`src/hw/rtl/msq_pkg.sv`:
```
// Shared types, constants and helper functions for the marching squares cell unit.
// Used by msq_front, msq_queue, msq_back and marching_squares_cell.
`default_nettype none
package msq_pkg;

	localparam int GRID_SIZE = 256;
	localparam int DIV_STEPS = 16;
	localparam int LANES     = 2;
	localparam int QDEPTH    = 4;

	localparam logic [31:0] THRESHOLD_RST   = 32'd41943;
	localparam logic [15:0] PIXEL_SCALE_RST = 16'd1707;

	typedef enum logic {
		REG_THRESHOLD   = 1'b0,
		REG_PIXEL_SCALE = 1'b1
	} msq_reg_t;

	typedef struct packed {
		logic [7:0]  cell_x;
		logic [7:0]  cell_y;
		logic [31:0] value_00;
		logic [31:0] value_10;
		logic [31:0] value_01;
		logic [31:0] value_11;
		logic [31:0] value_center;
	} msq_in_t;

	typedef struct packed {
		logic [15:0] start_x;
		logic [15:0] start_y;
		logic [15:0] end_x;
		logic [15:0] end_y;
		logic        last_segment;
	} msq_out_t;

	// One edge crossing: fixed axis grid position, moving axis grid position,
	// direction of travel from the inside corner, and the interpolation ratio.
	typedef struct packed {
		logic [8:0]  fix_base;
		logic [8:0]  move_base;
		logic        axis_x;
		logic        neg;
		logic [31:0] num;
		logic [31:0] den;
	} msq_xing_t;

	typedef struct packed {
		msq_xing_t a;
		msq_xing_t b;
		logic      last;
	} msq_job_t;

	typedef logic [2:0] msq_cand_t;

	typedef struct packed {
		logic [2:0]      cnt;
		msq_cand_t [3:0] code;
	} msq_slots_t;

	typedef struct packed {
		logic [31:0] rem;
		logic        q;
	} msq_dstep_t;

	// Candidate crossings in visiting order: corner and the neighbor it faces.
	localparam logic [1:0] CAND_IN  [8] = '{2'd0, 2'd0, 2'd1, 2'd1, 2'd2, 2'd2, 2'd3, 2'd3};
	localparam logic [1:0] CAND_OUT [8] = '{2'd1, 2'd2, 2'd3, 2'd0, 2'd0, 2'd3, 2'd2, 2'd1};

	function automatic msq_slots_t xing_slots(input logic [3:0] mask);
		msq_slots_t s;
		s = '0;
		for (int c = 0; c < 8; c++) begin
			if (mask[CAND_IN[c]] && !mask[CAND_OUT[c]] && s.cnt < 3'd4) begin
				s.code[s.cnt[1:0]] = c[2:0];
				s.cnt = s.cnt + 3'd1;
			end
		end
		return s;
	endfunction

	function automatic logic [15:0] sat16(input logic [21:0] v);
		return (|v[21:16]) ? 16'hFFFF : v[15:0];
	endfunction

	// One restoring division step: shift in a dividend bit, subtract if it fits.
	function automatic msq_dstep_t div_step(input logic [31:0] rem, input logic nbit,
			input logic [31:0] den);
		msq_dstep_t r;
		logic [32:0] t;
		t = {rem, nbit};
		if (t >= {1'b0, den}) begin
			r.q   = 1'b1;
			r.rem = 32'(t - {1'b0, den});
		end else begin
			r.q   = 1'b0;
			r.rem = t[31:0];
		end
		return r;
	endfunction

endpackage
`default_nettype wire

```
`src/hw/rtl/msq_queue.sv`:
```
// Short job queue between the front end and the divider pipeline.
// Depends on msq_pkg.
`default_nettype none
module msq_queue import msq_pkg::*; (
	input  wire logic     clk,
	input  wire logic     arst_n,
	input  wire logic     push_valid,
	output logic          push_ready,
	input  wire msq_job_t push_job,
	output logic          pop_valid,
	input  wire logic     pop_ready,
	output msq_job_t      pop_job
);

	localparam int PW = $clog2(QDEPTH);

	msq_job_t        mem_q [QDEPTH];
	logic [PW-1:0]   wr_q, rd_q;
	logic [PW:0]     cnt_q;
	logic            do_push, do_pop;

	always_comb begin
		push_ready = cnt_q != (PW+1)'(QDEPTH);
		pop_valid  = cnt_q != '0;
		pop_job    = mem_q[rd_q];
		do_push    = push_valid && push_ready;
		do_pop     = pop_valid && pop_ready;
	end

	always_ff @(posedge clk or negedge arst_n) begin
		if (!arst_n) begin
			wr_q  <= '0;
			rd_q  <= '0;
			cnt_q <= '0;
		end else begin
			if (do_push)
				wr_q <= wr_q + PW'(1);
			if (do_pop)
				rd_q <= rd_q + PW'(1);
			if (do_push && !do_pop)
				cnt_q <= cnt_q + (PW+1)'(1);
			else if (do_pop && !do_push)
				cnt_q <= cnt_q - (PW+1)'(1);
		end
	end

	always_ff @(posedge clk) begin
		if (do_push) begin
			mem_q[wr_q] <= push_job;
		end
	end

endmodule
`default_nettype wire

```
`config.mk`:
```
export PLATFORM = sky130hd
export DESIGN_NAME = msq_queue
export DESIGN_NICKNAME = d
export VERILOG_FILES = /design/src/hw/rtl/msq_pkg.sv /design/src/hw/rtl/msq_queue.sv
export SDC_FILE = /design/constraint.sdc
export NUM_CORES = 1
export LEC_CHECK = 0
export ABC_AREA = 1
export CAP_MARGIN = 20
export CORE_MARGIN = 4
export CORE_UTILIZATION = 25
export CTS_BUF_LIST = sky130_fd_sc_hd__clkbuf_8 sky130_fd_sc_hd__clkbuf_16
export DETAILED_ROUTE_END_ITERATION = 8
export DONT_BUFFER_PORTS = 1
export RECOVER_POWER = 100
export SETUP_SLACK_MARGIN = 0.05
export SLEW_MARGIN = 20
export SYNTH_ARGS = -nofsm -noshare
export SYNTH_HDL_FRONTEND = slang
export SYNTH_SLANG_ARGS = --single-unit
```
`constraint.sdc`:
```
create_clock -name clk -period 20.8 [get_ports clk]
set_input_delay 0 -clock clk [delete_from_list [all_inputs] [get_ports clk]]
set_output_delay 0 -clock clk [all_outputs]
set_load 0.005 [all_outputs]
```
# == Yosys cells after proc, flatten, opt, wreduce, memory -nomap -nowiden ==
# Memories as Yosys holds them, arrays and structs flattened.
# Cells that the tools add are included.
# word_totals
reg_bits,7
ramBits,676
elab_cells,21
memories,1
# classes
addsub,4
eq_ne,1
n_mux,4
n_reduce_logical,8
# mem_list
memory,words,width,read_ports,rd_clocked_by_memory_dff,wr,line_no,text
mem_q,4,169,1,0,1,msq_queue.sv:17,msq_job_t mem_q [QDEPTH];
# ops
op,n
2-to-1 mux 3 bit,2
"adder 2 x 1 -> 2 bit, second input constant",2
logical AND 1 bit,4
"adder 3 x 1 -> 3 bit, second input constant",1
"!= test 3 bit, second input constant",1
nonzero test 3 bit,1
"subtractor 3 x 1 -> 3 bit, second input constant",1
logical NOT 1 bit,2
2-to-1 mux 1 bit,2
nonzero test 2 bit,1

# == Longest topological paths before layout ==
# logic_depth
word_depth,6
mapped_depth,12
mapped_depth_nobuf,12

# == Worst setup path after synthesis ==
# No wires, ideal clock.
# synth_path
path_type,reg-to-reg
start,register cnt_q[0]
end,"memory mem_q[0][0] in the netlist's numbering, enable pin"
t_arrival_ns,7.780
setup_slack_ns,12.319
path_stages_with_launch,5
n_path_buf,0
period_less_slack_ns,8.481
cell_sequence,dfrtp_1 > inv_1 > nand3_1 > nand2_1 > nor2_1
# synth_via
elab_chain_len,4
# synth_rtl
element,line_no,text
start: declaration,msq_queue.sv:19,logic [PW:0] cnt_q;
start signal: assignment,msq_queue.sv:41,cnt_q <= cnt_q + (PW+1)'(1);
start signal: assignment,msq_queue.sv:43,cnt_q <= cnt_q - (PW+1)'(1);
!= test 3 bit,msq_queue.sv:23,push_ready = cnt_q != (PW+1)'(QDEPTH);
net push_ready,msq_queue.sv:8,"output logic push_ready,"
logical AND 1 bit,msq_queue.sv:26,do_push = push_valid && push_ready;
2-to-1 mux 1 bit,msq_queue.sv:48,if (do_push) begin
2-to-1 mux 1 bit (not written as such),msq_queue.sv:49,mem_q[wr_q] <= push_job;
end: declaration,msq_queue.sv:17,
# The timed path passes the listed nets, and every way through them passes these cells.

==> impl_metrics.ini <==
[cells_and_area]
final_cell_mix = edfxtp_1, nand2_1, inv_1
area_growth_pct = 19.3
final_common_cell = edfxtp_1
nets = 2371
drive_gt1_frac = 0.0502

[route]
via_per_inst = 4.15
totalWireLength_um = 58700
routedWlPerCell_um = 16.0
drc = 0
firstDrtPassIters = 4
via_count = 15200
ant_nets = 0
first_iter_violations = 806

[synth]
synth_cells = 2031
synth_cell_types = 17
syn-num-nets = 2210
ys_warn_count = 0
ys_seq_area_frac = 0.750
synth_area_sq_mm = 0.0273
synth-seq-cells = 683
avgSynthCellArea_sq_um = 13.4

[min_path]
hold_path_class = in -> reg
hold_path_depth = 1
hp-start = push_job[30]

[setup_path]
critPathRequiredTime_ns = 20.80
reg2reg_depth = 6
crit_path_start_kind = flip-flop
crit_path_end_kind = primary output
timing.rr.start = cnt_q[0]
path_max_fanout = 67
crit_arrival_ns = 8.83
crit_start = rd_q[1]
worstSetupPathType = reg -> out

[pwr]
p_per_area_mw_per_mm2 = 136
peakVddDrop_mv = 0.0883
finalPower_mw = 4.42
power.leakage_nw = 12.1

[global_route]
overflow = 0
antenna_found_initial = 10
grt_pass1_vias = 14600
grt_util_all_layers = 0.0999
grt_start_max_net_pins = 257
grt_pass1_wl_um = 88400

[outcome]
status = finished with violations
violations = max-capacitance violations, max-slew violations

[cts]
cts_resized = 0
clock-sinks = 683
cts_setup_buffers = 0
root_buffer = clkbuf_16
htree_num_levels = 3
hold_buffers = 177
numCtsBuffers = 73
clk_path_buf_depth = 3
cts_tree = done
clock_latency_ns = 0.63
clk_pin_slew_worst_paths_ns = 0.06

[floorplanning]
std_cell_rows = 120
chipWidth_um = 338
core_sq_mm = 0.108
die_h_um = 338
io_pins = 344
die_area_sq_mm = 0.115
floorplan.initialDensity = 0.254

[sta]
skew_ns = 0.0268
max_slew_margin = -1.83
timing.final.crit_period_ns = 8.83
worst_pin_slew_ns = 4.24
setup_viol = 0
fmax_mhz = 113
totalNegativeSetupSlack_ns = 0
rsz0062_at_grt = false
drv_slew = 1209
hold_viol = 0
fin_crit_sh = 0.425

[place]
dp_hpwl_um = 34100
gp_congestion = 0.708
port_buffers = 0

[run]
maxCapViolations = 23
[cells by family (layout without fill, tap and decap cells)]
logic type                 Yosys count  in the layout  share of synthesized area
DFF                                683            683                      0.750
and+or+nand+nor                    536            536                     0.0741
buffers and inverters              466            687                     0.0792
AOI/OAI and AO/OA                  339            339                     0.0932
adders and majority gates            6              6                    0.00303
xor gates and xnor gates             1              1                   0.000321
other                                0              7                          0
[worst paths after layout]
check	endpoint	slack (ns)
worst max-delay path	pop_job[50]	11.97
worst min-delay path	mem_q[0][30]	0.07
worst max register to register	mem_q[3][1]	12.24
worst min register to register	cnt_q[2]	0.50
max in group asynchronous	cnt_q[0]	20.23
min in group asynchronous	cnt_q[1]	0.29
[cells in the mapped netlist]
cell,n,share of area
buf_2,33,0.0061
buf_4,5,0.0014
buf_6,47,0.019
clkbuf_1,27,0.0037
dfrtp_1,7,0.0064
edfxtp_1,676,0.74
fa_1,1,0.00073
ha_1,5,0.0023
inv_1,352,0.048
inv_2,2,0.00028
nand2_1,524,0.072
nand3_1,7,0.0013
nand4_1,1,0.00023
nor2_1,4,0.00055
o211ai_1,338,0.093
o21ai_0,1,0.00018
xnor2_1,1,0.00032
[report_power, final]
group	internal, mW	switching [mW]	leakage [nW]
registers	1.83	0.0775	6.28
clock network	0.745	0.538	1.26
logic	0.328	0.893	4.60
total	2.91	1.51	12.1
[registers in the layout (all words and copies together) (netlist names)]
register and count:
cnt_q 3, mem_q 676, rd_q 2, wr_q 2
[through the flow]
stage | setup slack (ns) | utilization | cell area [sq um] | cells | hold WS (ns)
2_1_floorplan | 12.32 | - | 27300 | 2031 | -0.296
3_3_place_gp | 16.76 | 0.264 | 28400 | 3341 | -0.295
3_5_place_dp | 16.71 | 0.264 | 28400 | 3341 | -0.295
4_1_cts | 16.70 | 0.303 | 32600 | 3653 | 0.00188
5_1_grt | 11.18 | 0.302 | 32600 | 3660 | 0.0262
6_report | 11.97 | 0.302 | 32600 | 3662 | 0.0747
[layout make-up]
| cell class | count | area, sq um |
|---|---|---|
| Multi-Input combinational cell | 882 | 4660 |
| Tap cell | 1403 | 1760 |
| Fill cell | 10500 | 75100 |
| Antenna cell | 7 | 17.5 |
| Timing Repair Buffer | 198 | 1900 |
| Clock inverter | 61 | 563 |
| Inverter | 354 | 1330 |
| Sequential cell | 683 | 20500 |
| Clock buffer | 74 | 1850 |
[routing by layer]
metal  routed length, um  up-vias  GRT usage  share of wire
li1                    -     7453          -              -
met1               25300     7307      0.122           0.43
met2               27300      329      0.162           0.46
met3                4780       87     0.0398          0.081
met4                1310        6     0.0325          0.022
met5                  34        -          0        0.00058
[worst max-delay path, cell delays in order (launching register included)]
cell and delay, ns:
dfrtp_1 2.46, clkinvlp_2 2.95, clkbuf_1 1.73, o211ai_1 0.59, nand2_1 0.30
Power figures use the tool's default switching activity.
