`src/hw/rtl/msq_pkg.sv`:
```
// Shared types, constants and helper functions for the marching squares cell unit.
// Used by msq_front, msq_queue, msq_back and marching_squares_cell.
`default_nettype none
package msq_pkg;

	localparam int GRID_SIZE = 256;
	localparam int DIV_STEPS = 16;
	localparam int LANES     = 2;
	localparam int QDEPTH    = 4;

	localparam logic [31:0] THRESHOLD_RST   = 32'd41943;
	localparam logic [15:0] PIXEL_SCALE_RST = 16'd1707;

	typedef enum logic {
		REG_THRESHOLD   = 1'b0,
		REG_PIXEL_SCALE = 1'b1
	} msq_reg_t;

	typedef struct packed {
		logic [7:0]  cell_x;
		logic [7:0]  cell_y;
		logic [31:0] value_00;
		logic [31:0] value_10;
		logic [31:0] value_01;
		logic [31:0] value_11;
		logic [31:0] value_center;
	} msq_in_t;

	typedef struct packed {
		logic [15:0] start_x;
		logic [15:0] start_y;
		logic [15:0] end_x;
		logic [15:0] end_y;
		logic        last_segment;
	} msq_out_t;

	// One edge crossing: fixed axis grid position, moving axis grid position,
	// direction of travel from the inside corner, and the interpolation ratio.
	typedef struct packed {
		logic [8:0]  fix_base;
		logic [8:0]  move_base;
		logic        axis_x;
		logic        neg;
		logic [31:0] num;
		logic [31:0] den;
	} msq_xing_t;

	typedef struct packed {
		msq_xing_t a;
		msq_xing_t b;
		logic      last;
	} msq_job_t;

	typedef logic [2:0] msq_cand_t;

	typedef struct packed {
		logic [2:0]      cnt;
		msq_cand_t [3:0] code;
	} msq_slots_t;

	typedef struct packed {
		logic [31:0] rem;
		logic        q;
	} msq_dstep_t;

	// Candidate crossings in visiting order: corner and the neighbor it faces.
	localparam logic [1:0] CAND_IN  [8] = '{2'd0, 2'd0, 2'd1, 2'd1, 2'd2, 2'd2, 2'd3, 2'd3};
	localparam logic [1:0] CAND_OUT [8] = '{2'd1, 2'd2, 2'd3, 2'd0, 2'd0, 2'd3, 2'd2, 2'd1};

	function automatic msq_slots_t xing_slots(input logic [3:0] mask);
		msq_slots_t s;
		s = '0;
		for (int c = 0; c < 8; c++) begin
			if (mask[CAND_IN[c]] && !mask[CAND_OUT[c]] && s.cnt < 3'd4) begin
				s.code[s.cnt[1:0]] = c[2:0];
				s.cnt = s.cnt + 3'd1;
			end
		end
		return s;
	endfunction

	function automatic logic [15:0] sat16(input logic [21:0] v);
		return (|v[21:16]) ? 16'hFFFF : v[15:0];
	endfunction

	// One restoring division step: shift in a dividend bit, subtract if it fits.
	function automatic msq_dstep_t div_step(input logic [31:0] rem, input logic nbit,
			input logic [31:0] den);
		msq_dstep_t r;
		logic [32:0] t;
		t = {rem, nbit};
		if (t >= {1'b0, den}) begin
			r.q   = 1'b1;
			r.rem = 32'(t - {1'b0, den});
		end else begin
			r.q   = 1'b0;
			r.rem = t[31:0];
		end
		return r;
	endfunction

endpackage
`default_nettype wire

```
`src/hw/rtl/msq_front.sv`:
```
// Front end: holds one cell, classifies its corners and issues segment jobs.
// Depends on msq_pkg.
`default_nettype none
module msq_front import msq_pkg::*; (
	input  wire logic        clk,
	input  wire logic        arst_n,
	input  wire logic        in_valid,
	output logic             in_ready,
	input  wire msq_in_t     in_data,
	input  wire logic [31:0] threshold,
	output logic             job_valid,
	input  wire logic        job_ready,
	output msq_job_t         job
);

	msq_in_t    cell_q;
	logic       busy_q;
	logic       phase_q;
	logic [3:0] mask;
	logic [31:0] num0, num1, num2, num3;
	logic [31:0] den_e0, den_e1, den_e2, den_e3;
	msq_slots_t sl;
	logic [1:0] nseg;
	logic       offgrid;
	msq_cand_t  ca, cb;
	logic       last_job;
	logic       push;
	logic       done;

	function automatic msq_xing_t xing_of(input msq_cand_t code);
		msq_xing_t x;
		logic [1:0] ci, co;
		logic [8:0] bx, by;
		ci = CAND_IN[code];
		co = CAND_OUT[code];
		bx = {1'b0, cell_q.cell_x} + {8'd0, ci[0]};
		by = {1'b0, cell_q.cell_y} + {8'd0, ci[1]};
		x.axis_x = (ci[1] == co[1]);
		if (x.axis_x) begin
			x.move_base = bx;
			x.fix_base  = by;
			x.neg       = co[0] < ci[0];
		end else begin
			x.move_base = by;
			x.fix_base  = bx;
			x.neg       = co[1] < ci[1];
		end
		case (ci)
			2'd0:    x.num = num0;
			2'd1:    x.num = num1;
			2'd2:    x.num = num2;
			default: x.num = num3;
		endcase
		case (code)
			3'd0, 3'd3: x.den = den_e0;
			3'd1, 3'd4: x.den = den_e1;
			3'd2, 3'd7: x.den = den_e2;
			default:    x.den = den_e3;
		endcase
		return x;
	endfunction

	always_comb begin
		mask[0] = cell_q.value_00 > threshold;
		mask[1] = cell_q.value_10 > threshold;
		mask[2] = cell_q.value_01 > threshold;
		mask[3] = cell_q.value_11 > threshold;
		num0 = cell_q.value_00 - threshold;
		num1 = cell_q.value_10 - threshold;
		num2 = cell_q.value_01 - threshold;
		num3 = cell_q.value_11 - threshold;
		den_e0 = mask[0] ? cell_q.value_00 - cell_q.value_10 : cell_q.value_10 - cell_q.value_00;
		den_e1 = mask[0] ? cell_q.value_00 - cell_q.value_01 : cell_q.value_01 - cell_q.value_00;
		den_e2 = mask[1] ? cell_q.value_10 - cell_q.value_11 : cell_q.value_11 - cell_q.value_10;
		den_e3 = mask[2] ? cell_q.value_01 - cell_q.value_11 : cell_q.value_11 - cell_q.value_01;
		sl = xing_slots(mask);
		offgrid = ({24'd0, cell_q.cell_x} >= 32'(GRID_SIZE - 1))
			|| ({24'd0, cell_q.cell_y} >= 32'(GRID_SIZE - 1));
		if (offgrid)
			nseg = 2'd0;
		else if (sl.cnt == 3'd2)
			nseg = 2'd1;
		else if (sl.cnt == 3'd4)
			nseg = 2'd2;
		else
			nseg = 2'd0;
		// saddle pairing follows the center value
		if (nseg == 2'd1) begin
			ca = sl.code[0];
			cb = sl.code[1];
			last_job = 1'b1;
		end else if (cell_q.value_center > threshold) begin
			ca = phase_q ? sl.code[0] : sl.code[1];
			cb = phase_q ? sl.code[3] : sl.code[2];
			last_job = phase_q;
		end else begin
			ca = phase_q ? sl.code[2] : sl.code[0];
			cb = phase_q ? sl.code[3] : sl.code[1];
			last_job = phase_q;
		end
		job.a    = xing_of(ca);
		job.b    = xing_of(cb);
		job.last = last_job;
		job_valid = busy_q && (nseg != 2'd0);
		push      = job_valid && job_ready;
		done      = busy_q && ((nseg == 2'd0) || (push && last_job));
		in_ready  = !busy_q || done;
	end

	always_ff @(posedge clk or negedge arst_n) begin
		if (!arst_n) begin
			busy_q  <= 1'b0;
			phase_q <= 1'b0;
		end else if (in_valid && in_ready) begin
			busy_q  <= 1'b1;
			phase_q <= 1'b0;
		end else if (done) begin
			busy_q  <= 1'b0;
		end else if (push) begin
			phase_q <= 1'b1;
		end
	end

	always_ff @(posedge clk) begin
		if (in_valid && in_ready) begin
			cell_q <= in_data;
		end
	end

endmodule
`default_nettype wire

```
`config.mk`:
```
export PLATFORM = sky130hd
export DESIGN_NAME = msq_front
export DESIGN_NICKNAME = d
export VERILOG_FILES = /design/src/hw/rtl/msq_pkg.sv /design/src/hw/rtl/msq_front.sv
export SDC_FILE = /design/constraint.sdc
export NUM_CORES = 1
export LEC_CHECK = 0
export CORE_ASPECT_RATIO = 1.75
export CORE_UTILIZATION = 40
export CTS_CLUSTER_SIZE = 14
export DETAILED_ROUTE_END_ITERATION = 16
export DONT_BUFFER_PORTS = 1
export SYNTH_ARGS = -nofsm -noshare
export SYNTH_HDL_FRONTEND = slang
export SYNTH_SLANG_ARGS = --single-unit
export TNS_END_PERCENT = 100
```
`constraint.sdc`:
```
create_clock -name clk -period 21.2 [get_ports clk]
set_input_delay 5.3 -clock clk [delete_from_list [all_inputs] [get_ports clk]]
set_output_delay 5.3 -clock clk [all_outputs]
set_load 0.02 [all_outputs]
```
# ---- After elaboration in Yosys (flattened, before gate mapping)
# Memory sizes are Yosys's and may differ from the RTL's.
# Cells that the tools add are included.
dict set report word_totals {
  reg_bits 178
  romBits 64
  inputBits 212
  memories 4
}
# name depth word_bits read_ports rd_clocked_by_memory_dff write_ports line
set mem_list {}
lappend mem_list {{(name not given)} 8 2 1 0 0 msq_front.sv:35} ;# co = CAND_OUT[code];
lappend mem_list {{(name not given)} 8 2 1 0 0 msq_front.sv:34} ;# ci = CAND_IN[code];
lappend mem_list {{(name not given)} 8 2 1 0 0 msq_front.sv:35}
lappend mem_list {{(name not given)} 8 2 1 0 0 msq_front.sv:34}
dict set report op_classes {
  n_addsub 23
  n_lt_le_gt_ge 34
  n_eq_ne 20
  mux 59
  bitwise 18
  n_reduce_logical 50
}
# operator n
set ops {}
lappend ops {{$pmux 32 s3} 4}
lappend ops {{$sub 32x32->32} 12}
lappend ops {{$gt 32x32->1} 5}
lappend ops {{$mux 32} 4}
lappend ops {{$mux 15} 6}
lappend ops {{$mux 3} 15}
lappend ops {{$demux 3 s2} 7}
lappend ops {{$add 8x1->9} 4}
lappend ops {{$mux 18} 2}
lappend ops {{$logic_and 1x1->1} 27}
lappend ops {{$or 8x8->8} 3}
lappend ops {{$mux 2} 11}
lappend ops {{$add 3x1->3 const B} 6}
lappend ops {{$lt 2x3->1 const B} 6}
lappend ops {{$lt 3x3->1 const B} 6}
lappend ops {{$and 8x8->8} 2}
lappend ops {{$ge 8x8->1 const B} 2}
lappend ops {{$not 8->8} 2}
lappend ops {{$eq 3x2->1 const B} 5}
lappend ops {{$eq 3x3->1 const B} 5}
lappend ops {{$mux 14} 1}
lappend ops {{$and 4x4->4} 3}
lappend ops {{$ge 2x1->1 const B} 6}
lappend ops {{$not 4->4} 3}
lappend ops {{other kinds (21)} 57}

# ---- Logic depth before layout (Yosys ltp)
dict set report logic_depth {
  depth_word 64
  ltp_mapped 51
  depth_no_buf 41
}

# ---- Least setup slack after synthesis
# OpenSTA, ideal clock, no wires.
dict set report synth_timing {
  path_type {input to output}
  start {input port threshold[1]}
  end {output port job[85] (netlist bit)}
  arrival_time_ps 15070
  t_required_ps 15900
  slack_ps 830
  path_stages 45
  path_cell_list {inv_1 -> fa_1 -> a21o_1 -> a21oi_1 -> o21a_1 -> o311a_1 -> a21oi_2 -> buf_2 -> buf_1 -> clkbuf_1 -> buf_1 -> buf_1 -> nand2_1 -> inv_1 -> fa_1 -> ha_1 -> nor2_1 -> a21oi_1 -> [... 9 more ...] -> inv_1 -> ha_1 -> and2_1 -> a2111oi_2 -> nand3_1 -> or2_1 -> buf_2 -> a311oi_1 -> o21ai_1 -> buf_2 -> buf_2 -> ha_1 -> clkbuf_1 -> nor2_1 -> o41a_1 -> clkbuf_1 -> a31oi_1 -> a32oi_1}
}
# element line
set synth_rtl {}
lappend synth_rtl {{start: declaration} msq_front.sv:10} ;# input wire logic [31:0] threshold,
lappend synth_rtl {{end: declaration} msq_front.sv:13} ;# output msq_job_t job

==> metrics.txt <==
number of remaining DRC errors 0; vias 30600; Vias per Instance between 6 and 7; critical path startpoint threshold[27]; total wire length 146000 um; multi-input logic area 0.0236 mm2; syn nets between 4000 and 5000; Post-synth ARST share 0.0112; Setup CP Type in -> out; crit share post-route 0.957; pin count of the biggest net entering global routing 71; slew margin rel. 0.00362; most frequent cells in the layout 443 x ha_1, 406 x a21oi_1, 300 x nand2_1; crit-path most repeated cell ha_1; hold violation count in the final report 0; port bufs 0; first-pass GRT wire length 205000 um; synth warn 0; top post-synthesis cells by area ha_1 18%, edfxtp_1 17%, a21oi_1 6.6%, mux2i_1 6.1%, xnor2_1 4.9%; WP data arrival 14990 ps; Skew-Pair Late Insertion Delay between 500 and 600 ps; failing checks max-capacitance violations; Hold Startpoint busy_q; most common flop cell mapped by yosys edfxtp_1; post-route ant nets 0; TritonCTS Buffers 17; register area ~0.0053 mm2; DR iter-0 viols 2383; Final min period 20290 ps; DIE AREA 0.0775 mm2; H-tree depth 4; Post-Synthesis Mean Instance Area 7.97 um2; Post-CTS Setup Bufs 0; Slowest-stage cell, CP o21ai_0; R2R Path Start cell_q[33]; Routed WL per cell 29.8 um; Mapped Area 0.0306 mm2; Req. time, crit path 15900 ps; clk slew on worst S/H paths about 80 ps; CP Capture Type output port; sequential cell area fraction in the yosys report 0.175; most common cell after layout, fill and taps aside ha_1; CTS tree built; cell taking the most area after synthesis ha_1; row cnt roughly 130; RSZ-0062 raised after global routing false; GPL Wtd Cong 1.03; Slew @ Worst Pin 1490 ps; outcome complete, but fails checks; gr ovfl total 0; Startpoint Class input port; Yosys top cell area share 0.181; gr usage total 0.371; Cell variety after synth 97; Die Y about 370 um; starting density of the core 0.405; Nets 4539; Die W 211 um; clock skew ~24 ps; Pre-antenna DRT Iters 6; Max Fanout on Critical Path 11; Post-synth EDFFs around 180; Cell Area, Placed 0.0331 mm2; I/O Pins 383; Clock Path Buffers 2; fin. max-slew vios 0; largest stage delay on the critical path 630 ps; fill count 7628; clk sinks 178; Clock Root Buffer clkbuf_16; placed wire-length estimate 121000 um; Post-Syn Instances 3833; Hold Crit Class reg -> reg; Core Box Area around 0.075 mm2; Synth Register Bits ~180; maximum clock frequency 0.0493 GHz; max-cap violations 1; number of global-route vias before repair just over 30000; layout cells sized above 1 0.0703; initial antenna violation count 9; design area 0.0338 mm2; Layout area overhead 10.5%; Setup TNS Final 0 ps; Setup violations, final 0
## Yosys cell counts, types with 23 or more instances
cell type	number
edfxtp_1	176
xor2_1	89
inv_1	261
buf_1	23
and2_1	50
o21ai_0	236
o211ai_1	43
a211oi_1	71
a31oi_1	37
nand4_1	87
nor2_1	219
buf_2	32
a22oi_1	60
nand2_1	300
nand2b_1	39
a21o_1	176
nor2b_1	45
a21oi_1	406
mux2i_1	186
nor3_1	57
o21bai_1	78
clkbuf_1	106
o21a_1	45
nand3_1	62
ha_1	443
xnor2_1	170
## per-layer routing
layer,track usage,wire (um),vias up
li1,-,-,14300
met1,0.336,46600,14400
met2,0.648,71500,1371
met3,0.0656,8170,589
met4,0.433,19600,6
met5,0,40,-
## path summary, 6_finish.rpt
check / end / slack, ps / cells past startpoint
setup / recovery: job[28] / 910 / 39
hold / removal: phase_q / 960 / 5
setup reg to reg: cell_q[22] / 10810 / 35
hold reg to reg: phase_q / 960 / 5
max in group asynchronous: phase_q / 16690 / 0
min in group asynchronous: busy_q / 4450 / 0
## metrics by stage
step	util	std cells	hold WS (ps)	setup WS, ps
finish	0.448	4899	960	913
global route	0.448	4897	950	46.8
global placement	0.439	4864	931	1060
floorplan	-	3833	748	830
detailed placement	0.439	4864	936	984
CTS	0.448	4896	946	945
## state kept, by name, indices dropped and copies added (netlist names)
| name | flops |
|---|---|
| cell_q | 176 |
| busy_q | 1 |
| phase_q | 1 |
## worst max-delay path: cells and delay by family
kind,cells,cell delay (ps)
and+or+nand+nor,8,1650
adders and majority gates,6,2000
xor gates and xnor gates,1,260
buffers and inverters,8,1380
AOI/OAI and AO/OA,16,4340
## kinds of logic after synthesis
| group | synth area share |
|---|---|
| muxes | 0.0672 |
| xor gates and xnor gates | 0.0760 |
| AOI/OAI and AO/OA | 0.285 |
| and+or+nand+nor | 0.152 |
| DFF | 0.175 |
| adders and majority gates | 0.190 |
| buffers and inverters | 0.0553 |
## what timing repair did
item | CTS | global route
resized for setup | 0 | 1
hold buffers | 0 | 0
endpoints found under the setup margin | 0 | 6
## area by class of cell
type	instances	area share
inverters	264	0.0295
clock buffers	18	0.0127
multi-input cells	3224	0.700
diodes	3	0.000222
clock inverters	14	0.00556
repair buffers	186	0.0566
flip-flops and latches	178	0.158
well taps	1012	0.0375
Power is not shown: default switching activity piles up to over one toggle a cycle in this logic, so the estimate is an artifact.
